### src/sv/rsc_pkg.sv
package rsc_pkg;

    // Build-time geometry
    localparam int SIDE       = 256;
    localparam int WEDGES     = 5;
    localparam int ANGLE_BITS = 16;

    // Fixed field widths
    localparam int OFS_W    = 9;
    localparam int RADSQ_W  = 18;
    localparam int GAP_W    = 15;
    localparam int SECTOR_W = 3;
    localparam int CFG_IDX_W = 2;

    // Square bounds on the offsets
    localparam int SQ_LO = -(SIDE / 2);
    localparam int SQ_HI = SIDE - SIDE / 2;

    // CORDIC vectoring: inputs scaled by 2^FRAC_SH, 32-bit turn accumulator
    localparam int FRAC_SH         = 16;
    localparam int CW              = 28;
    localparam int ZW              = 32;
    localparam int CORDIC_STEPS    = 24;
    localparam int STEPS_PER_STAGE = 2;
    localparam int CORDIC_STAGES   = CORDIC_STEPS / STEPS_PER_STAGE;

    localparam logic [ZW-1:0] Z_HALF_TURN = ZW'(1) << (ZW - 1);

    localparam logic [ANGLE_BITS-1:0] CENTER_ANGLE =
        ANGLE_BITS'((3 * (1 << ANGLE_BITS)) / 4);

    // Gap test widths: r * 2^16 against half_gap * WEDGES * 2^ANGLE_BITS
    localparam int PROD_W = ANGLE_BITS + SECTOR_W;
    localparam int CMP_W  = ANGLE_BITS + 20;

    // atan(2^-i) in 2^-32 of a turn
    localparam logic [ZW-1:0] ATAN_TURN [0:CORDIC_STEPS-1] = '{
        32'd536870912, 32'd316933406, 32'd167458907, 32'd85004756,
        32'd42667331,  32'd21354465,  32'd10679838,  32'd5340245,
        32'd2670163,   32'd1335087,   32'd667544,    32'd333772,
        32'd166886,    32'd83443,     32'd41721,     32'd20860,
        32'd10430,     32'd5215,      32'd2607,      32'd1303,
        32'd651,       32'd325,       32'd162,       32'd81
    };

    typedef enum logic [CFG_IDX_W-1:0] {
        REG_INNER_RADIUS_SQ = 2'd0,
        REG_OUTER_RADIUS_SQ = 2'd1,
        REG_HALF_GAP_ANGLE  = 2'd2
    } cfg_reg_t;

    typedef struct packed {
        logic [RADSQ_W-1:0] inner_radius_sq;
        logic [RADSQ_W-1:0] outer_radius_sq;
        logic [GAP_W-1:0]   half_gap_angle;
    } rsc_cfg_t;

    typedef struct packed {
        logic                 ok;      // inside square and ring
        logic                 center;  // offset (0,0)
        logic signed [CW-1:0] u;
        logic signed [CW-1:0] v;
        logic [ZW-1:0]        z;
    } cordic_rec_t;

    typedef struct packed {
        logic [SECTOR_W-1:0] sector;
        logic                hit;
    } rsc_result_t;

    // One vectoring micro-rotation; step is a loop constant at every call site
    function automatic cordic_rec_t cordic_iter(input cordic_rec_t r, input int step);
        cordic_rec_t          n;
        logic signed [CW-1:0] u;
        logic signed [CW-1:0] v;
        logic signed [CW-1:0] du;
        logic signed [CW-1:0] dv;
        n  = r;
        u  = r.u;
        v  = r.v;
        du = v >>> step;
        dv = u >>> step;
        if (v != '0) begin
            if (!v[CW-1]) begin
                n.u = u + du;
                n.v = v - dv;
                n.z = r.z + ATAN_TURN[step[4:0]];
            end else begin
                n.u = u - du;
                n.v = v + dv;
                n.z = r.z - ATAN_TURN[step[4:0]];
            end
        end
        return n;
    endfunction

endpackage

### src/sv/rsc_prep.sv
module rsc_prep
    import rsc_pkg::*;
(
    input  logic                  aclk,
    input  logic                  aresetn,
    input  logic                  advance,
    input  logic                  in_valid,
    input  logic signed [OFS_W-1:0] offset_x,
    input  logic signed [OFS_W-1:0] offset_y,
    input  rsc_cfg_t              cfg,
    output logic                  out_valid,
    output cordic_rec_t           out_rec
);

    logic                    in_valid_reg;
    logic signed [OFS_W-1:0] dx_reg;
    logic signed [OFS_W-1:0] dy_reg;
    logic                    out_valid_reg;
    cordic_rec_t             rec_reg;
    cordic_rec_t             rec_next;

    logic signed [2*OFS_W-1:0] sqx;
    logic signed [2*OFS_W-1:0] sqy;
    logic [RADSQ_W-1:0]        r2;
    logic                      in_square;
    logic signed [CW-1:0]      u0;
    logic signed [CW-1:0]      v0;

    always_ff @(posedge aclk) begin
        if (!aresetn) begin
            in_valid_reg  <= 1'b0;
            out_valid_reg <= 1'b0;
        end else if (advance) begin
            in_valid_reg  <= in_valid;
            out_valid_reg <= in_valid_reg;
        end
    end

    always_ff @(posedge aclk) begin
        if (advance) begin
            dx_reg  <= offset_x;
            dy_reg  <= offset_y;
            rec_reg <= rec_next;
        end
    end

    always_comb begin
        in_square = (int'(dx_reg) >= SQ_LO) && (int'(dx_reg) < SQ_HI) &&
                    (int'(dy_reg) >= SQ_LO) && (int'(dy_reg) < SQ_HI);
        sqx = dx_reg * dx_reg;
        sqy = dy_reg * dy_reg;
        r2  = RADSQ_W'(sqx[2*OFS_W-2:0]) + RADSQ_W'(sqy[2*OFS_W-2:0]);

        // Rotate frame: up becomes +u, left becomes +v
        u0 = (-CW'(dy_reg)) <<< FRAC_SH;
        v0 = (-CW'(dx_reg)) <<< FRAC_SH;

        rec_next.ok     = in_square && (r2 >= cfg.inner_radius_sq) &&
                          (r2 <= cfg.outer_radius_sq);
        rec_next.center = (dx_reg == '0) && (dy_reg == '0);
        if (u0[CW-1]) begin
            rec_next.u = -u0;
            rec_next.v = -v0;
            rec_next.z = Z_HALF_TURN;
        end else begin
            rec_next.u = u0;
            rec_next.v = v0;
            rec_next.z = '0;
        end
    end

    assign out_valid = out_valid_reg;
    assign out_rec   = rec_reg;

endmodule

### config.mk
export PLATFORM = sky130hd
export DESIGN_NAME = rsc_prep
export DESIGN_NICKNAME = d
export VERILOG_FILES = /design/src/sv/rsc_pkg.sv /design/src/sv/rsc_prep.sv
export SDC_FILE = /design/constraint.sdc
export NUM_CORES = 1
export LEC_CHECK = 0
export ABC_AREA = 1
export BUFFER_PORTS_ARGS = -buffer_cell sky130_fd_sc_hd__buf_2
export CAP_MARGIN = 20
export CELL_PAD_IN_SITES_DETAIL_PLACEMENT = 0
export CELL_PAD_IN_SITES_GLOBAL_PLACEMENT = 1
export CORE_MARGIN = 2
export CORE_UTILIZATION = 30
export CTS_BUF_LIST = sky130_fd_sc_hd__clkbuf_8 sky130_fd_sc_hd__clkbuf_16
export CTS_CLUSTER_DIAMETER = 60
export CTS_CLUSTER_SIZE = 16
export DETAILED_ROUTE_END_ITERATION = 7
export PLACE_DENSITY = 0.67
export RECOVER_POWER = 25
export SYNTH_ARGS = -nofsm -noshare
export SYNTH_HDL_FRONTEND = slang
export SYNTH_SLANG_ARGS = --single-unit
### constraint.sdc
create_clock -name aclk -period 13 [get_ports aclk]
set_input_delay 2.6 -clock aclk [delete_from_list [all_inputs] [get_ports aclk]]
set_output_delay 2.6 -clock aclk [all_outputs]
set_load 0.05 [all_outputs]
# Yosys cells after proc, flatten, opt, wreduce, memory -nomap -nowiden
# Cells that the tools add are included.
# op_classes
addsub	5
mul	2
order_cmp	6
n_mux	1
n_reduce_logical	8
# op_table
operator	n
2-to-1 mux 87 bit	1
negation 28 bit	2
multiplier 9 x 9 -> 17 bit	2
negation 9 -> 12 bit	2
adder 17 x 17 -> 18 bit	1
greater-or-equal comparator 18 bit	1
greater-or-equal comparator 9 x 8 -> 1 bit (second input constant)	2
<= comparator 18 bit	1
logical NOT 9 bit	2
< comparator 9 bit (second input constant)	2
logical AND 1 bit	6
# totals
ff_bits	110
inputBits	73

# Longest topological paths before layout
# logic_depth
ltp_word	6
ltp_mapped	37
mapped_depth_nobuf	37

# Worst setup path after synthesis
# No wires, ideal clock.
# synth_timing
kind	flip-flop to flip-flop
from	register dy_reg[8]
to	register rec_reg, in the netlist out_rec[89], data pin
setup_time_ns	0.255
arrival_time_ns	6.287
required_time_ns	12.745
path_slack_ns	6.459
path_stages_with_launch	33
path_buffers	1
period_less_slack_ns	6.541
cell_sequence	edfxtp_1 > inv_1 > clkbuf_1 > nor2_1 > fa_1 > inv_1 > fa_1 > inv_1 > fa_1 > fa_1 > fa_1 > ha_1 > inv_1 > o31ai_1 > nand2_1 > nand2_1 > xor2_1 > inv_1 > ha_1 > a21o_1 > nand3_1 > nand2_1 > a21oi_1 > nand2_1 > xor2_1 > ha_1 > nand4_1 > nor2_1 > nand4_1 > nand3_1 > nand2_1 > nand2_1 > nor2_1
# synth_lines
item	line	rtl
from (decl)	rsc_prep.sv:17	logic signed [OFS_W-1:0] dy_reg;
from (signal assigned)	rsc_prep.sv:42	dy_reg <= offset_y;
to (signal assigned)	rsc_prep.sv:43	rec_reg <= rec_next;
to (decl)	rsc_prep.sv:19	cordic_rec_t rec_reg;

==> summary.txt <==
Worst setup path
  • Worst r2r src: dx_reg[8]
  • WP buf/inv: 4
  • Type of origin of the critical path: flop
  • CP max FO: 15
  • Worst EP arrival: approximately 7.6 ns
  • Crit end category: flop
  • RR Endpoint: out_rec[89]
  • Crit-path slowest cell: edfxtp_1
  • Setup CP Type: reg -> reg
  • Max incr delay on CP: around 0.75 ns
  • Worst reg2reg setup slack: 5.50 ns
  • CP required: about 13 ns
  • Reg2Reg Depth: 31
  • Most Frequent Cell on Critical Path: nand2_1
  • Top delay family on crit path: adder cells

Clock tree
  • TritonCTS clock tree: yes
  • Root Driver: clkbuf_16
  • Post-CTS resize count: 0
  • Number of H-tree levels: 2
  • Post-CTS Setup Bufs: 0
  • Clock sinks: 47
  • CTS Hold Bufs: 0
  • Clock-pin transition on the worst setup and hold timing paths: 0.07 ns
  • Latest clock arrival within the worst-skew pair: 0.29 ns
  • CTS Buf Count: 5
  • CTS max path bufs: 2

Die
  • Initial Util: 30.4%
  • Row count: 65
  • Die width: 183 um
  • Chip height: between 150 and 200 um
  • Core Region: 31600 sq um
  • Die ar.: 33400 sq um
  • Ports: 164

Place
  • Post-DP HPWL: 18300 um
  • Port bufs: 85
  • RD Place Congestion: just over 0.8

Final layout
  • Multi-input gate area: 6820 sq um
  • Total Nets Final: 1588
  • Filler instances: 3435
  • Synth-to-Final Area Change: 7.70%
  • Proportion of layout cells with a drive suffix above 1: 8.16%
  • Sequential cell area: about 1400 sq um
  • Max FFs per register: 27

Synthesis
  • Most frequent cell after synthesis: inv_1
  • Mapped Cells: 1203
  • Synth warn: 0
  • Synth Register Bits: 47
  • FFs w/ async S/R, synth: 0%
  • Mapped Avg Cell Area: between 7 and 8 sq um
  • Distinct cells, synth: 41
  • EDFF count, synth: 45
  • Area contributors post-synth: fa_1, ha_1, edfxtp_1
  • Share of the synthesized area in the top cell type: between 20% and 30%
  • Ys flop type: edfxtp_1
  • Mapped cell area: 9600 sq um
  • Commonest cells post-synth: inv_1, nand2_1, ha_1
  • Sequential share of the synthesized area: 14.5%
  • Cell accounting for the most synthesized area: fa_1

Global routing
  • Initial antenna violation count: 1
  • First-pass GRT wire length: 36100 um
  • GRT overflow: 0
  • All-Layer GR Usage: 13.2%
  • Largest net degree at the start of global routing: 49
  • Vias in the first global route: 7484

Min path
  • Worst hold-check path type: reg -> reg
  • Hold path start: in_valid_reg
  • Hold endpoint: out_valid
  • Hold path cells: 2

Route
  • Met1 WL: 9670 um
  • Vias: roughly 7300
  • WL met2: roughly 11000 um
  • DR WL/cell: 12.7 um
  • Max Used Layer: met4
  • Final wirelength: 21400 um
  • DR WL met3: around 610 um
  • Post-route DRC: 0
  • Post-DRT Antenna Nets: 0
  • Initial DRT Pass Iterations: 4
  • DR vias/cell: 4.37
  • 1st-iter DRT viols: 291

Run
  • MaxCap Viol Count: 0

Timing
  • Worst Tran Pin Value: 0.671 ns
  • Final Slew Violations: 0
  • Setup TNS Final: 0 ns
  • Fin crit share: 57.7%
  • Final Hold Fails: 0
  • Worst clock skew: 0.00744 ns
  • Relative slew margins: a little under three fifths
  • Final setup fails: 0
  • Min Tclk post-route: 7.50 ns
  • RSZ-0062 raised after global routing: false
  • Fmax: 133 MHz

Run status
  • Outcome: finished clean
==> final cells by class <==
class                           count  share of cell area [%]
Clock inverter                      3                   0.448
Clock buffer                        5                    1.21
Timing Repair Buffer               86                    4.31
Multi-Input combinational cell    865                    65.9
Tap cell                          402                    4.87
Inverter                          269                    9.77
Sequential cell                    47                    13.5
Antenna cell                        1                  0.0242
==> stage by stage <==
step,setup slack [ns],area (sq um),std cells,utilization [%],hold WS [ns]
floorplan,6.46,9840,1266,-,0.448
global placement,5.43,10200,1668,32.2,0.473
detailed placement,5.44,10200,1668,32.2,0.486
CTS,5.41,10300,1676,32.7,0.499
global route,4.79,10300,1678,32.8,0.540
finish,5.50,10300,1678,32.8,0.487
==> tightest hold or removal path: stages (launching register included) <==
cell,delay [ns]
dfxtp_1,0.33
nor2_1,0.04
nor2_1,0.08
==> layout by cell type, fill, tap and decap left out, types with 2 or more instances in the layout <==
cell and n:
nor2_1 78, nand4_1 10, clkbuf_16 5, nand3_1 51
o21ai_0 29, nand3b_1 2, a31oi_1 7, dfxtp_1 2
nand2_2 2, edfxtp_1 45, ha_1 130, a21oi_1 46
o31ai_1 2, a21o_1 7, buf_2 85, inv_1 266
conb_1 64, xor2_1 37, nor2_2 3, or2_2 2
o21bai_1 6, inv_2 2, fa_1 111, nor3_1 9
xnor2_1 23, nand2_1 237
==> how the worst max path moves through the flow <==
stage,slack [ns],to,start,depth (start not counted)
3_3_place_gp,5.43,out_rec[89],dx_reg[8],32
3_5_place_dp,5.44,out_rec[89],dx_reg[8],30
5_1_grt,4.79,out_rec[89],dx_reg[8],31
2_1_floorplan,6.46,out_rec[89],dy_reg[8],32
4_1_cts,5.41,out_rec[89],dx_reg[8],32
6_report,5.50,out_rec[89],dx_reg[8],31
==> kinds of logic after synthesis <==
kind of cell,after synthesis,synth area share (%)
adders and majority gates,241,40.1
other,1,0.0391
buffers and inverters,354,16.8
AOI/OAI and AO/OA,104,6.13
and+or+nand+nor,396,17.0
DFF,47,14.5
xor gates and xnor gates,60,5.47
==> metal layers <==
layer	up-vias	track usage, %
li1	3725	-
met1	3493	17.7
met2	113	24.2
met3	9	1.19
met4	0	1.22
met5	-	0
Power is not shown: default switching activity piles up to over one toggle a cycle in this logic, so the estimate is an artifact.
