`src/sv/rsc_pkg.sv`:
```
package rsc_pkg;

    // Build-time geometry
    localparam int SIDE       = 256;
    localparam int WEDGES     = 5;
    localparam int ANGLE_BITS = 16;

    // Fixed field widths
    localparam int OFS_W    = 9;
    localparam int RADSQ_W  = 18;
    localparam int GAP_W    = 15;
    localparam int SECTOR_W = 3;
    localparam int CFG_IDX_W = 2;

    // Square bounds on the offsets
    localparam int SQ_LO = -(SIDE / 2);
    localparam int SQ_HI = SIDE - SIDE / 2;

    // CORDIC vectoring: inputs scaled by 2^FRAC_SH, 32-bit turn accumulator
    localparam int FRAC_SH         = 16;
    localparam int CW              = 28;
    localparam int ZW              = 32;
    localparam int CORDIC_STEPS    = 24;
    localparam int STEPS_PER_STAGE = 2;
    localparam int CORDIC_STAGES   = CORDIC_STEPS / STEPS_PER_STAGE;

    localparam logic [ZW-1:0] Z_HALF_TURN = ZW'(1) << (ZW - 1);

    localparam logic [ANGLE_BITS-1:0] CENTER_ANGLE =
        ANGLE_BITS'((3 * (1 << ANGLE_BITS)) / 4);

    // Gap test widths: r * 2^16 against half_gap * WEDGES * 2^ANGLE_BITS
    localparam int PROD_W = ANGLE_BITS + SECTOR_W;
    localparam int CMP_W  = ANGLE_BITS + 20;

    // atan(2^-i) in 2^-32 of a turn
    localparam logic [ZW-1:0] ATAN_TURN [0:CORDIC_STEPS-1] = '{
        32'd536870912, 32'd316933406, 32'd167458907, 32'd85004756,
        32'd42667331,  32'd21354465,  32'd10679838,  32'd5340245,
        32'd2670163,   32'd1335087,   32'd667544,    32'd333772,
        32'd166886,    32'd83443,     32'd41721,     32'd20860,
        32'd10430,     32'd5215,      32'd2607,      32'd1303,
        32'd651,       32'd325,       32'd162,       32'd81
    };

    typedef enum logic [CFG_IDX_W-1:0] {
        REG_INNER_RADIUS_SQ = 2'd0,
        REG_OUTER_RADIUS_SQ = 2'd1,
        REG_HALF_GAP_ANGLE  = 2'd2
    } cfg_reg_t;

    typedef struct packed {
        logic [RADSQ_W-1:0] inner_radius_sq;
        logic [RADSQ_W-1:0] outer_radius_sq;
        logic [GAP_W-1:0]   half_gap_angle;
    } rsc_cfg_t;

    typedef struct packed {
        logic                 ok;      // inside square and ring
        logic                 center;  // offset (0,0)
        logic signed [CW-1:0] u;
        logic signed [CW-1:0] v;
        logic [ZW-1:0]        z;
    } cordic_rec_t;

    typedef struct packed {
        logic [SECTOR_W-1:0] sector;
        logic                hit;
    } rsc_result_t;

    // One vectoring micro-rotation; step is a loop constant at every call site
    function automatic cordic_rec_t cordic_iter(input cordic_rec_t r, input int step);
        cordic_rec_t          n;
        logic signed [CW-1:0] u;
        logic signed [CW-1:0] v;
        logic signed [CW-1:0] du;
        logic signed [CW-1:0] dv;
        n  = r;
        u  = r.u;
        v  = r.v;
        du = v >>> step;
        dv = u >>> step;
        if (v != '0) begin
            if (!v[CW-1]) begin
                n.u = u + du;
                n.v = v - dv;
                n.z = r.z + ATAN_TURN[step[4:0]];
            end else begin
                n.u = u - du;
                n.v = v + dv;
                n.z = r.z - ATAN_TURN[step[4:0]];
            end
        end
        return n;
    endfunction

endpackage

```
`src/sv/rsc_sector.sv`:
```
module rsc_sector
    import rsc_pkg::*;
(
    input  cordic_rec_t      rec,
    input  logic [GAP_W-1:0] half_gap_angle,
    output rsc_result_t      result
);

    logic [ANGLE_BITS-1:0] angle;
    logic [PROD_W-1:0]     prod;
    logic [SECTOR_W-1:0]   sect;
    logic [CMP_W-1:0]      lhs;
    logic [CMP_W-1:0]      gapw;
    logic [CMP_W-1:0]      full_turn;
    logic                  hit;

    always_comb begin
        angle = rec.center ? CENTER_ANGLE : rec.z[ZW-1 -: ANGLE_BITS];
        prod  = PROD_W'(angle) * PROD_W'(WEDGES);
        sect  = prod[PROD_W-1 -: SECTOR_W];

        // Remainder within the sector against half gap, both on a common scale
        lhs       = CMP_W'(prod[ANGLE_BITS-1:0]) << FRAC_SH;
        gapw      = (CMP_W'(half_gap_angle) * CMP_W'(WEDGES)) << ANGLE_BITS;
        full_turn = CMP_W'(1) << (ANGLE_BITS + FRAC_SH);

        hit = rec.ok && (lhs >= gapw) && ((lhs + gapw) <= full_turn);
        result.hit    = hit;
        result.sector = hit ? sect : '0;
    end

endmodule

```
`config.mk`:
```
export PLATFORM = sky130hd
export DESIGN_NAME = rsc_sector
export DESIGN_NICKNAME = d
export VERILOG_FILES = /design/src/sv/rsc_pkg.sv /design/src/sv/rsc_sector.sv
export SDC_FILE = /design/constraint.sdc
export NUM_CORES = 1
export LEC_CHECK = 0
export ABC_AREA = 1
export BUFFER_PORTS_ARGS = -buffer_cell sky130_fd_sc_hd__clkbuf_2
export CAP_MARGIN = 20
export CORE_ASPECT_RATIO = 1.25
export CORE_MARGIN = 3
export CORE_UTILIZATION = 35
export DETAILED_ROUTE_END_ITERATION = 7
export GPL_TIMING_DRIVEN = 0
export PLACE_DENSITY_LB_ADDON = 0.08
export SLEW_MARGIN = 10
export SYNTH_ARGS = -nofsm -noshare
export SYNTH_HDL_FRONTEND = slang
export SYNTH_SLANG_ARGS = --single-unit
```
`constraint.sdc`:
```
create_clock -name vclk -period 5.8
set_input_delay 1.16 -clock vclk [all_inputs]
set_output_delay 1.16 -clock vclk [all_outputs]
set_load 0.01 [all_outputs]
```
# Word level (Yosys, flattened, before mapping)

Cells that the tools add are included.

Output and inout bits: 4
Logic and storage cells: 9
Flip-flop bits (word level): 0

Multiply operators: 2
$lt $le $gt $ge: 2
Mux-type cells: 2
Reductions and logical operators: 2
Add/subtract/negate cells: 1

Operators by type and width:

| cell                                                   | count |
|---|---|
| adder 32 x 34 -> 35 bit                                | 1 |
| <= comparator 35 x 33 -> 1 bit (second input constant) | 1 |
| greater-or-equal comparator 32 x 34 -> 1 bit           | 1 |
| multiplier 16 x 3 -> 19 bit (second input constant)    | 1 |
| multiplier 15 x 3 -> 18 bit (second input constant)    | 1 |
| 2-to-1 mux 16 bit                                      | 1 |
| 2-to-1 mux 3 bit                                       | 1 |
| logical AND 1 bit                                      | 2 |

# Logic depth before layout (Yosys ltp)

Depth after elaboration: 6
Gate-level depth with buffers: 30
Depth with buffers taken out: 29

# Worst setup path after synthesis

Ideal clock, no wire load.

Path kind: input port to output port
Start point: input rec[88] in the netlist's numbering
End point: output result[1] in the netlist's numbering
Path buffers: 1
Stages on the path: 23
Setup slack: 0.179 ns
Required time: 4.640 ns
Data arrival time: 4.461 ns
Path through: clkbuf_1 -> nor2_1 -> ha_1 -> ha_1 -> nand2_1 -> nand2_1 -> a31oi_1 -> o21ai_1 -> a31oi_1 -> o21ai_0 -> xor2_1 -> ha_1 -> inv_1 -> nand2_1 -> nor3_1 -> nand4_1 -> nand2_1 -> inv_1 -> nand3_1 -> nand3_1 -> nor2_2 -> nand2_2 -> nor2_1

RTL lines:

| what        | line            | text |
|---|---|---|
| from (decl) | rsc_sector.sv:4 | `input cordic_rec_t rec,` |
| to (decl)   | rsc_sector.sv:6 | `output rsc_result_t result` |

==> flow_metrics.env <==
export IMPL_grt_first_pass_wirelength_mm=13.7
export IMPL_setup_violations_final=0
export IMPL_die_height_um=112
export IMPL_first_pass_iters=4
export IMPL_clock_fmax_mhz=174
export IMPL_multi_input_combinational_cell_area_mm2=0.00333
export IMPL_grt_total_usage_pct=15.5
export IMPL_number_of_vias_in_the_routed_layout=3388
export IMPL_switchingPower_uw=519
export IMPL_criticalPathCategory="input pin to output pin"
export IMPL_register_area_um2=0
export IMPL_grt_overflow_total=0
export IMPL_cts_hold_buffers_added=0
export IMPL_cap_violations=0
export IMPL_grt_antenna_before_repair=0
export IMPL_layout_area_overhead_vs_synth_pct=38.5
export IMPL_intPower_uw=371
export IMPL_detailed_route_iter0_violations=81
export IMPL_cp_max_fo=7
export IMPL_critical_path_startpoint="rec[88]"
export IMPL_die_x_um=90.8
export IMPL_clockBufferCount=0
export IMPL_share_of_the_synthesized_area_in_the_top_cell_type_pct=33.0
export IMPL_grt_pass1_vias=3239
export IMPL_port_buffers=37
export IMPL_number_of_non_filler_instances_in_the_completed_layout=722
export IMPL_cp_required_ns=4.64
export IMPL_ys_seq_area_share_pct=0
export IMPL_setup_total_negative_slack_ns=0
export IMPL_syn_warnings=0
export IMPL_whs_ns=2.76
export IMPL_final_routed_wirelength_mm=7.98
export IMPL_cellPowerDensity_mw_per_mm2=204
export IMPL_post_route_min_period_ns=5.74
export IMPL_fp_dieArea_mm2=0.0102
export IMPL_dp_hpwl_mm=6.76
export IMPL_synth_top_cells_by_area="sky130_fd_sc_hd__ha_1, sky130_fd_sc_hd__nand2_1, sky130_fd_sc_hd__inv_1"
export IMPL_run_status="completed"
export IMPL_filler_cell_count=956
export IMPL_fraction_of_layout_cells_with_a_size_suffix_above_1_pct=29.9
export IMPL_post_route_cell_area_mm2=0.00436
export IMPL_final_period_utilization_pct=99.0
export IMPL_worstPathArrival_ns=4.58
export IMPL_synth_cells=535
export IMPL_fin_nets=795
export IMPL_core_area_mm2=0.00870
export IMPL_power_switching_share_pct=58.3
export IMPL_synthesis_nets=726
export IMPL_synth_top_cell_by_area="sky130_fd_sc_hd__ha_1"
export IMPL_io_pin_count=109
export IMPL_power_frac_seq_pct=0
export IMPL_finalMaxSlewViolations=0
export IMPL_kind_of_capture_point_of_the_worst_setup_path="output pin"
export IMPL_initial_utilization_pct=36.2
export IMPL_post_place_cells=692
export IMPL_total_standard_cell_area_after_synthesis_mm2=0.00315
export IMPL_layout_sequential_cells=0
export IMPL_timing_hold_violations_final=0
export IMPL_synth_distinct_cells=31
export IMPL_detailed_place_area_mm2=0.00348
export IMPL_remaining_antenna_violation_count=0
export IMPL_vdd_drop_max_uv=77.7
export IMPL_post_synth_cell_area_avg_um2=5.88
export IMPL_worstMarginPinSlew_ns=0.347
export IMPL_globalplace_congestion=0.857
export IMPL_synth_top_cells_by_count="sky130_fd_sc_hd__nand2_1, sky130_fd_sc_hd__inv_1, sky130_fd_sc_hd__ha_1"
export IMPL_hold_class="input pin to output pin"
export IMPL_pre_cts_setup_slack_ns=-0.849
export IMPL_avgViaCountPerCell=4.69
export IMPL_grt_setup_unrepaired="yes"
export IMPL_startpoint_class="input pin"
export IMPL_slew_headroom_pct=76.7
export IMPL_wl_per_cell_um=11.1
export IMPL_timing_critical_path_slowest_stage_cell="sky130_fd_sc_hd__fa_2"
export IMPL_share_clk_of_total_power_pct=0
export IMPL_post_route_worst_setup_slack_ns=0.0553
export IMPL_route_detailed_drc=0
export IMPL_core_rowCount=38
export IMPL_worst_path_largest_cell_delay_ns=0.37
export IMPL_cp_endpoint="result[2]"
export IMPL_cellLeakagePower_uw=0.00246
export IMPL_synth_most_common_cell="sky130_fd_sc_hd__nand2_1"
export IMPL_comb_power_share_pct=100.0
export IMPL_pin_count_of_the_biggest_net_entering_global_routing=8
export IMPL_n_antenna_cell=0
kinds of logic (layout without fill, tap and decap cells):
logic type	after synthesis	after routing	synth area share, %
XOR/XNOR	25	25	6.96
AND/OR/NAND/NOR	254	254	33.8
AO/OA/AOI/OAI	65	65	11.7
buffers and inverters	105	172	12.6
adder cells (fa/ha/maj)	86	86	34.9
power by group through the flow:
stage	logic [uW]	registers [uW]	clock network, uW
finish	891	0	0
CTS	791	0	0
global route	1010	0	0
detailed placement	662	0	0
global placement	660	0	0
floorplan	517	0	0
through the flow:
step                util, %  power, uW
floorplan                 -        517
detailed placement     40.0        662
global placement       40.0        660
CTS                    45.8        791
global route           50.1       1010
finish                 50.1        891
layer usage:
layer | share of wire, % | global-route usage (%)
met1 | 45 | 19.1
met2 | 53 | 31.0
met3 | 0.86 | 0
met4 | 0.94 | 1.11
met5 | 0 | 0
worst min-delay path by stage:
| stage | startpoint | to | slack, ns | cells after the start |
|---|---|---|---|---|
| 6_report | rec[89] | result[1] | 2.76 | 6 |
| 3_3_place_gp | rec[89] | result[2] | 2.76 | 6 |
| 3_5_place_dp | rec[89] | result[3] | 2.77 | 6 |
| 4_1_cts | rec[89] | result[0] | 2.75 | 6 |
| 2_1_floorplan | rec[89] | result[1] | 2.56 | 4 |
| 5_1_grt | rec[89] | result[1] | 2.79 | 6 |
cell usage in the layout, fill, tap and decap left out, types with 3 or more instances in the layout:
cell,synthesis,final
sky130_fd_sc_hd__nor3_2,1,3
sky130_fd_sc_hd__buf_6,0,3
sky130_fd_sc_hd__o21ai_0,11,7
sky130_fd_sc_hd__xor2_1,21,12
sky130_fd_sc_hd__nor3_1,8,5
sky130_fd_sc_hd__clkbuf_2,0,31
sky130_fd_sc_hd__nor2_4,0,9
sky130_fd_sc_hd__inv_1,101,91
sky130_fd_sc_hd__o21ai_2,2,4
sky130_fd_sc_hd__nand3_1,28,24
sky130_fd_sc_hd__nand2_1,149,137
sky130_fd_sc_hd__inv_2,2,10
sky130_fd_sc_hd__o21ai_1,4,5
sky130_fd_sc_hd__a21oi_4,0,4
sky130_fd_sc_hd__nand3b_1,6,6
sky130_fd_sc_hd__a21oi_1,35,25
sky130_fd_sc_hd__nand3_2,0,4
sky130_fd_sc_hd__nand4_1,4,4
sky130_fd_sc_hd__nor2_2,1,7
sky130_fd_sc_hd__ha_4,0,16
sky130_fd_sc_hd__ha_1,83,65
sky130_fd_sc_hd__a21oi_2,2,8
sky130_fd_sc_hd__xor2_2,0,9
sky130_fd_sc_hd__nand2_2,7,17
sky130_fd_sc_hd__nor2_1,48,33
sky130_fd_sc_hd__buf_4,1,30
cell type report:
cell class	instances	area share (%)
Timing Repair Buffer	68	10.5
Buffer	1	0.574
Inverter	103	8.99
Multi-Input combinational cell	430	76.5
Tap cell	120	3.45
worst max-delay path: cells and delay by family:
kind | cells | cell delay [ns]
AO/OA/AOI/OAI | 3 | 0.40
XOR/XNOR | 1 | 0.19
AND/OR/NAND/NOR | 11 | 1.08
adder cells (fa/ha/maj) | 4 | 0.97
buffers and inverters | 7 | 0.77
timing repair:
action	in CTS	in global routing
setup buffers	22	9
pin swaps	39	44
gates cloned	0	0
setup endpoints to repair	4	4
gates resized for setup	78	63
No activity file was read; power rests on OpenSTA's default activity.
