File: src/sv/rsc_pkg.sv
package rsc_pkg;

    // Build-time geometry
    localparam int SIDE       = 256;
    localparam int WEDGES     = 5;
    localparam int ANGLE_BITS = 16;

    // Fixed field widths
    localparam int OFS_W    = 9;
    localparam int RADSQ_W  = 18;
    localparam int GAP_W    = 15;
    localparam int SECTOR_W = 3;
    localparam int CFG_IDX_W = 2;

    // Square bounds on the offsets
    localparam int SQ_LO = -(SIDE / 2);
    localparam int SQ_HI = SIDE - SIDE / 2;

    // CORDIC vectoring: inputs scaled by 2^FRAC_SH, 32-bit turn accumulator
    localparam int FRAC_SH         = 16;
    localparam int CW              = 28;
    localparam int ZW              = 32;
    localparam int CORDIC_STEPS    = 24;
    localparam int STEPS_PER_STAGE = 2;
    localparam int CORDIC_STAGES   = CORDIC_STEPS / STEPS_PER_STAGE;

    localparam logic [ZW-1:0] Z_HALF_TURN = ZW'(1) << (ZW - 1);

    localparam logic [ANGLE_BITS-1:0] CENTER_ANGLE =
        ANGLE_BITS'((3 * (1 << ANGLE_BITS)) / 4);

    // Gap test widths: r * 2^16 against half_gap * WEDGES * 2^ANGLE_BITS
    localparam int PROD_W = ANGLE_BITS + SECTOR_W;
    localparam int CMP_W  = ANGLE_BITS + 20;

    // atan(2^-i) in 2^-32 of a turn
    localparam logic [ZW-1:0] ATAN_TURN [0:CORDIC_STEPS-1] = '{
        32'd536870912, 32'd316933406, 32'd167458907, 32'd85004756,
        32'd42667331,  32'd21354465,  32'd10679838,  32'd5340245,
        32'd2670163,   32'd1335087,   32'd667544,    32'd333772,
        32'd166886,    32'd83443,     32'd41721,     32'd20860,
        32'd10430,     32'd5215,      32'd2607,      32'd1303,
        32'd651,       32'd325,       32'd162,       32'd81
    };

    typedef enum logic [CFG_IDX_W-1:0] {
        REG_INNER_RADIUS_SQ = 2'd0,
        REG_OUTER_RADIUS_SQ = 2'd1,
        REG_HALF_GAP_ANGLE  = 2'd2
    } cfg_reg_t;

    typedef struct packed {
        logic [RADSQ_W-1:0] inner_radius_sq;
        logic [RADSQ_W-1:0] outer_radius_sq;
        logic [GAP_W-1:0]   half_gap_angle;
    } rsc_cfg_t;

    typedef struct packed {
        logic                 ok;      // inside square and ring
        logic                 center;  // offset (0,0)
        logic signed [CW-1:0] u;
        logic signed [CW-1:0] v;
        logic [ZW-1:0]        z;
    } cordic_rec_t;

    typedef struct packed {
        logic [SECTOR_W-1:0] sector;
        logic                hit;
    } rsc_result_t;

    // One vectoring micro-rotation; step is a loop constant at every call site
    function automatic cordic_rec_t cordic_iter(input cordic_rec_t r, input int step);
        cordic_rec_t          n;
        logic signed [CW-1:0] u;
        logic signed [CW-1:0] v;
        logic signed [CW-1:0] du;
        logic signed [CW-1:0] dv;
        n  = r;
        u  = r.u;
        v  = r.v;
        du = v >>> step;
        dv = u >>> step;
        if (v != '0) begin
            if (!v[CW-1]) begin
                n.u = u + du;
                n.v = v - dv;
                n.z = r.z + ATAN_TURN[step[4:0]];
            end else begin
                n.u = u - du;
                n.v = v + dv;
                n.z = r.z - ATAN_TURN[step[4:0]];
            end
        end
        return n;
    endfunction

endpackage

File: src/sv/rsc_out_buf.sv
module rsc_out_buf
    import rsc_pkg::*;
(
    input  logic        aclk,
    input  logic        aresetn,
    input  logic        in_valid,
    input  rsc_result_t in_data,
    output logic        ready,
    output logic        m_tvalid,
    input  logic        m_tready,
    output rsc_result_t m_data
);

    logic        m_tvalid_reg;
    rsc_result_t m_data_reg;
    logic        skid_valid_reg;
    rsc_result_t skid_data_reg;
    logic        take;
    logic        m_free;

    assign take   = in_valid && !skid_valid_reg;
    assign m_free = !m_tvalid_reg || m_tready;

    always_ff @(posedge aclk) begin
        if (!aresetn) begin
            m_tvalid_reg   <= 1'b0;
            skid_valid_reg <= 1'b0;
        end else begin
            if (skid_valid_reg) begin
                if (m_free) begin
                    m_tvalid_reg   <= 1'b1;
                    skid_valid_reg <= 1'b0;
                end
            end else if (take) begin
                if (m_free) begin
                    m_tvalid_reg <= 1'b1;
                end else begin
                    skid_valid_reg <= 1'b1;
                end
            end else if (m_tready) begin
                m_tvalid_reg <= 1'b0;
            end
        end
    end

    always_ff @(posedge aclk) begin
        if (skid_valid_reg) begin
            if (m_free) begin
                m_data_reg <= skid_data_reg;
            end
        end else if (take) begin
            if (m_free) begin
                m_data_reg <= in_data;
            end else begin
                skid_data_reg <= in_data;
            end
        end
    end

    assign ready    = !skid_valid_reg;
    assign m_tvalid = m_tvalid_reg;
    assign m_data   = m_data_reg;

    // Skid only ever backs up a held output beat
    a_skid_behind_output: assert property (@(posedge aclk) disable iff (!aresetn)
        skid_valid_reg |-> m_tvalid_reg)
        else $error("skid holds a beat while output register is empty");

    a_skid_drains: assert property (@(posedge aclk) disable iff (!aresetn)
        skid_valid_reg && m_tready |=> !skid_valid_reg)
        else $error("skid failed to drain on a taken beat");

    a_stall_to_skid: assert property (@(posedge aclk) disable iff (!aresetn)
        in_valid && !skid_valid_reg && m_tvalid_reg && !m_tready |=> skid_valid_reg)
        else $error("result lost while output stalled");

    a_no_sector_on_miss: assert property (@(posedge aclk) disable iff (!aresetn)
        m_tvalid_reg && !m_data_reg.hit |-> m_data_reg.sector == '0)
        else $error("sector nonzero on a miss");

endmodule

File: config.mk
export PLATFORM = sky130hd
export DESIGN_NAME = rsc_out_buf
export DESIGN_NICKNAME = d
export VERILOG_FILES = /design/src/sv/rsc_pkg.sv /design/src/sv/rsc_out_buf.sv
export SDC_FILE = /design/constraint.sdc
export NUM_CORES = 1
export LEC_CHECK = 0
export ABC_CLOCK_PERIOD_IN_PS = 1500
export BUFFER_PORTS_ARGS = -buffer_cell sky130_fd_sc_hd__buf_2
export CAP_MARGIN = 5
export CELL_PAD_IN_SITES_DETAIL_PLACEMENT = 1
export CELL_PAD_IN_SITES_GLOBAL_PLACEMENT = 2
export CORE_MARGIN = 1
export CORE_UTILIZATION = 31
export CTS_CLUSTER_DIAMETER = 200
export DETAILED_ROUTE_END_ITERATION = 10
export GPL_TIMING_DRIVEN = 0
export PLACE_DENSITY_LB_ADDON = 0.1
export SYNTH_ARGS = -nofsm -noshare
export SYNTH_HDL_FRONTEND = slang
export SYNTH_SLANG_ARGS = --single-unit
export TNS_END_PERCENT = 1
File: constraint.sdc
create_clock -name aclk -period 1.5 [get_ports aclk]
set_clock_uncertainty 0.05 [all_clocks]
set_input_delay 0.375 -clock aclk [delete_from_list [all_inputs] [get_ports aclk]]
set_output_delay 0.375 -clock aclk [all_outputs]
set_load 0.02 [all_outputs]
; Word-level counts from Yosys, hierarchy flattened
; Index checks and enable logic that the tools add are counted.
[word_totals]
register_bits = 10
latchBits = 0
ramBits = 0
romBits = 0
inputBits = 8
out_inout_bits = 6
word_cells = 27
memories = 0
[classes]
add_sub_neg = 0
mul = 0
div = 0
magnitude_cmp = 0
n_eq_ne = 0
shift = 0
mux = 11
n_bitwise = 2
reduce_logical = 8
[op_table]
columns = op, count
row1 = $mux 4, 4
row2 = $mux 1, 7
row3 = $reduce_and 3->1, 1
row4 = $reduce_bool 3->1, 1
row5 = $logic_not 1->1, 2
row6 = $not 1->1, 2
row7 = $reduce_and 2->1, 1
row8 = $reduce_bool 2->1, 1
row9 = $logic_and 1x1->1, 1
row10 = $logic_or 1x1->1, 1

; Depth between registers and ports, before layout
[depth]
depth_word = 5
mapped_depth = 3
mapped_depth_nobuf = 2

; Worst setup path before layout
; OpenSTA, ideal clock, no wires.
[synth_path]
path_kind = flip-flop to flip-flop
startpoint = reg m_tvalid_reg (netlist: m_tvalid)
endpoint = reg skid_data_reg[0] in the netlist's numbering (enable)
setup_ps = 367
arrival_ps = 962
required_time_ps = 1083
setup_slack_ps = 121
path_stages_with_launch = 3
n_path_buf = 0
synth_period_minus_slack_ps = 1379
cell_sequence = dfxtp_1 > nand2b_4 > nor3b_1
[synth_via]
elab_chain_cells = 4
[synth_lines]
columns = element, line
row1 = "start, declared", rsc_out_buf.sv:14  ; logic m_tvalid_reg;
row2 = "start signal, assigned", rsc_out_buf.sv:26  ; m_tvalid_reg <= 1'b0;
row3 = "start signal, assigned", rsc_out_buf.sv:31  ; m_tvalid_reg <= 1'b1;
row4 = "start signal, assigned", rsc_out_buf.sv:36  ; m_tvalid_reg <= 1'b1;
row5 = $logic_not 1->1, rsc_out_buf.sv:22  ; assign m_free = !m_tvalid_reg || m_tready;
row6 = $logic_or 1x1->1, rsc_out_buf.sv:22
row7 = $not 1->1 (no line), --
row8 = $reduce_and 3->1 (no line), --
row9 = "end signal, assigned", rsc_out_buf.sv:55  ; skid_data_reg <= in_data;
row10 = "end, declared", rsc_out_buf.sv:17  ; rsc_result_t skid_data_reg;
; No other way between the ends.
; A chain may end at the register's enable or synchronous reset.

; Worst setup path in the final report
[layout_path]
startpoint = reg skid_valid_reg
endpoint = out ready
[layout_via]
elab_chain_cells = 1
[layout_lines]
columns = element, line
row1 = "start, declared", rsc_out_buf.sv:16  ; logic skid_valid_reg;
row2 = "start signal, assigned", rsc_out_buf.sv:27  ; skid_valid_reg <= 1'b0;
row3 = "start signal, assigned", rsc_out_buf.sv:32  ; skid_valid_reg <= 1'b0;
row4 = "start signal, assigned", rsc_out_buf.sv:38  ; skid_valid_reg <= 1'b1;
row5 = $logic_not 1->1, rsc_out_buf.sv:60  ; assign ready = !skid_valid_reg;
row6 = "end, declared", rsc_out_buf.sv:8  ; output logic ready,
; No other way between the ends.

==> metrics.txt <==
# TYPE chip_impl_metric gauge
chip_impl_info{name="timing.setup.critical_path_class",value="register to output pin"} 1
chip_impl_metric{name="chipHeight",unit="µm"} 38.55
chip_impl_metric{name="finish.utilization",unit="%"} 45.09
chip_impl_info{name="cts_tree",value="done"} 1
chip_impl_metric{name="static_leak",unit="nW"} 0.2121
chip_impl_metric{name="final.setup.worst_slack",unit="ns"} 0.1602
chip_impl_metric{name="p_total",unit="W"} 0.0005687
chip_impl_metric{name="hold_violations_final",unit=""} 0
chip_impl_metric{name="post_drt_wl_per_cell",unit="µm"} 12.62
chip_impl_info{name="worstHoldPathType",value="input pin to register"} 1
chip_impl_info{name="critical_path.endpoint_type",value="output pin"} 1
chip_impl_metric{name="port_buffers",unit=""} 13
chip_impl_metric{name="cts_made_buffers",unit=""} 3
chip_impl_metric{name="ioPinCount",unit=""} 14
chip_impl_metric{name="critPathRequiredTime",unit="ns"} 1.07
chip_impl_metric{name="dr_drc_count",unit=""} 0
chip_impl_metric{name="drtPass1Iterations",unit=""} 2
chip_impl_metric{name="grtUsageTotal",unit="%"} 11.27
chip_impl_metric{name="mappedNetlistNets",unit=""} 30
chip_impl_metric{name="max-clock-path-buffers",unit=""} 2
chip_impl_info{name="grt_setup_unrepaired",value="no"} 1
chip_impl_metric{name="worst_case_headroom_to_the_max_slew_limit",unit="%"} 75.18
chip_impl_metric{name="drt_iter0_markers",unit=""} 2
chip_impl_metric{name="wl_met2",unit="µm"} 403
chip_impl_metric{name="dr_total_vias",unit=""} 232
chip_impl_metric{name="final_net_count",unit=""} 48
chip_impl_metric{name="filler_cell_count",unit=""} 124
chip_impl_metric{name="worst_slew_pin_slew",unit="ns"} 0.3706
chip_impl_metric{name="drt-met1-wl",unit="µm"} 225
chip_impl_metric{name="netlist_area",unit="µm²"} 414.1
chip_impl_metric{name="final_layout_size_suffix_gt1_share",unit="%"} 64.10
chip_impl_info{name="cts_root_buffer",value="sky130_fd_sc_hd__clkbuf_4"} 1
chip_impl_metric{name="maxClockFrequency",unit="MHz"} 746.4
chip_impl_info{name="worstPathCellList",value="buf_6 -> inv_1 -> buf_2"} 1
chip_impl_metric{name="floorplan.core_area",unit="µm²"} 1171
chip_impl_metric{name="grt_max_degree",unit=""} 8
chip_impl_metric{name="layout-area-overhead-vs-synth",unit="%"} 27.49
chip_impl_metric{name="synthesis.area_per_instance",unit="µm²"} 18.82
chip_impl_metric{name="fin_crit",unit="ns"} 1.340
chip_impl_metric{name="place.gp.congestion",unit=""} 0.5841
chip_impl_metric{name="sequential_element_share_of_the_synthesized_area",unit="%"} 67.67
chip_impl_info{name="routed.top_layer",value="met3"} 1
chip_impl_metric{name="place_worst_setup_slack",unit="ns"} -0.1433
chip_impl_metric{name="num_antenna_cells",unit=""} 0
chip_impl_metric{name="detail-route-antenna-nets",unit=""} 0
chip_impl_metric{name="grt_pass1_vias",unit=""} 259
chip_impl_info{name="critPathLaunchType",value="register"} 1
chip_impl_metric{name="first_pass_grt_wire_length",unit="µm"} 1062
chip_impl_metric{name="globalRoute.totalOverflow",unit=""} 0
chip_impl_metric{name="final-max-slew-violation-count",unit=""} 0
chip_impl_metric{name="synthCells",unit=""} 22
chip_impl_metric{name="cts_sinks",unit=""} 10
chip_impl_metric{name="clock_slew_seen_by_the_registers_of_the_worst_setup_and_hold_paths",unit="ns"} 0.07
chip_impl_metric{name="drv.max_cap_violation_count",unit=""} 0
chip_impl_metric{name="skew_pair_late_insertion_delay",unit="ns"} 0.26
chip_impl_metric{name="ys_seq_elements",unit=""} 10
chip_impl_metric{name="power.density",unit="nW/µm²"} 1077
chip_impl_metric{name="route.final.wire_length",unit="µm"} 669
chip_impl_metric{name="warnings_from_yosys",unit=""} 0
chip_impl_metric{name="cts.repair_timing.setup_buffer_count",unit=""} 0
chip_impl_metric{name="design.die.area",unit="µm²"} 1486
chip_impl_metric{name="crit_fanout",unit=""} 7
chip_impl_metric{name="report.final.setup_viol",unit=""} 0
chip_impl_metric{name="synth.distinct_cells",unit=""} 11
chip_impl_metric{name="rows",unit=""} 12
chip_impl_info{name="status",value="finished, final reports clean"} 1
chip_impl_info{name="max_stage_delay_cell_worst_path",value="sky130_fd_sc_hd__dfxtp_1"} 1
chip_impl_metric{name="cp_slowest_stage_delay",unit="ns"} 0.32
chip_impl_metric{name="met3WireLength",unit="µm"} 40
chip_impl_metric{name="grt_antenna_before_repair",unit=""} 0
chip_impl_metric{name="worst-endpoint-arrival",unit="ns"} 0.91
chip_impl_metric{name="layout_worst_path_cycle_share",unit="%"} 89.32
chip_impl_metric{name="vias_per_cell",unit=""} 4.377
chip_impl_metric{name="peakVddDrop",unit="µV"} 524.6
chip_impl_metric{name="die_width",unit="µm"} 38.55
chip_impl_metric{name="initial_utilization",unit="%"} 35.36
chip_impl_metric{name="count_of_h_tree_levels_built_during_cts",unit=""} 1
[final cells by class]
class,instances,area [µm²],share of cell area [%]
multi-input combinational,10,123.9,23.46
clock buffer,4,26.28,4.976
tap,14,17.52,3.318
timing repair buffer,13,65.06,12.32
buffer,1,11.26,2.133
inverter,1,3.754,0.7109
sequential,10,280.3,53.08
[stage by stage]
stage	std cells	hold WS (ns)	setup TNS, ns	instance area (µm²)
floorplan	22	0.4239	0	414.1
global placement	49	0.4304	-0.4149	496.7
detailed placement	49	0.4447	-0.5733	496.7
CTS	53	0.2482	0	523.0
global route	53	0.2413	0	528.0
finish	53	0.2570	0	528.0
[worst paths after layout]
path | to | startpoint | cells past startpoint | slack [ns]
min | skid_data_reg[0]$_DFFE_PP_ | in_data[0] | 1 | 0.26
min reg2reg | skid_valid_reg$_SDFF_PN0_ | m_tvalid$_SDFFE_PN0P_ | 2 | 0.46
max | ready | skid_valid_reg$_SDFF_PN0_ | 3 | 0.16
max reg2reg | m_data[0]$_DFFE_PP_ | skid_valid_reg$_SDFF_PN0_ | 3 | 0.28
[worst max-delay path, delay by kind of cell, from the launching register on]
family | cells | cell delay [ns]
buffers and inverters | 3 | 0.34
DFF | 1 | 0.32
[power by group]
group          internal (W)  switching [W]  leakage [nW]
sequential         0.000314     0.00000430        0.0916
combinational     0.0000295      0.0000325         0.106
clock              0.000102      0.0000862        0.0150
[repair_timing]
action                                  in CTS  in global routing
hold buffers                                 0                  0
gates resized for setup                      0                  1
endpoints found under the hold margin        0                  0
endpoints found under the setup margin       0                  4
[synthesized netlist by cell type, drive strengths merged]
cell type | instances | area, µm²
a21boi | 1 | 7.510
buf | 1 | 11.26
dfxtp | 2 | 40.04
edfxtp | 8 | 240.2
inv | 1 | 3.750
mux2 | 4 | 60.06
nand2b | 1 | 13.76
nor2 | 1 | 11.26
nor2b | 1 | 6.260
nor3b | 2 | 20.02
[cells in the final DEF (no fill, tap or decap), drive strengths merged]
master  instances
a21boi          1
buf            14
clkbuf          4
dfxtp           2
edfxtp          8
inv             1
mux2            4
nand2b          1
nor2            1
nor2b           1
nor3b           2
[per-layer routing]
metal | global-route usage, % | vias to the layer above
li1 | - | 112
met1 | 10.82 | 111
met2 | 20.00 | 9
met3 | 3.488 | 0
met4 | 7.759 | 0
met5 | 0 | -
[cells by family (layout without fill, tap and decap cells)]
logic type / after synthesis / after routing / share of synthesized area (%)
AO/OA/AOI/OAI: 1 / 1 / 1.813
AND/OR/NAND/NOR: 5 / 5 / 12.39
multiplexers: 4 / 4 / 14.50
buffers and inverters: 2 / 19 / 3.624
flip-flops: 10 / 10 / 67.67
No activity file was read; power rests on OpenSTA's default activity.
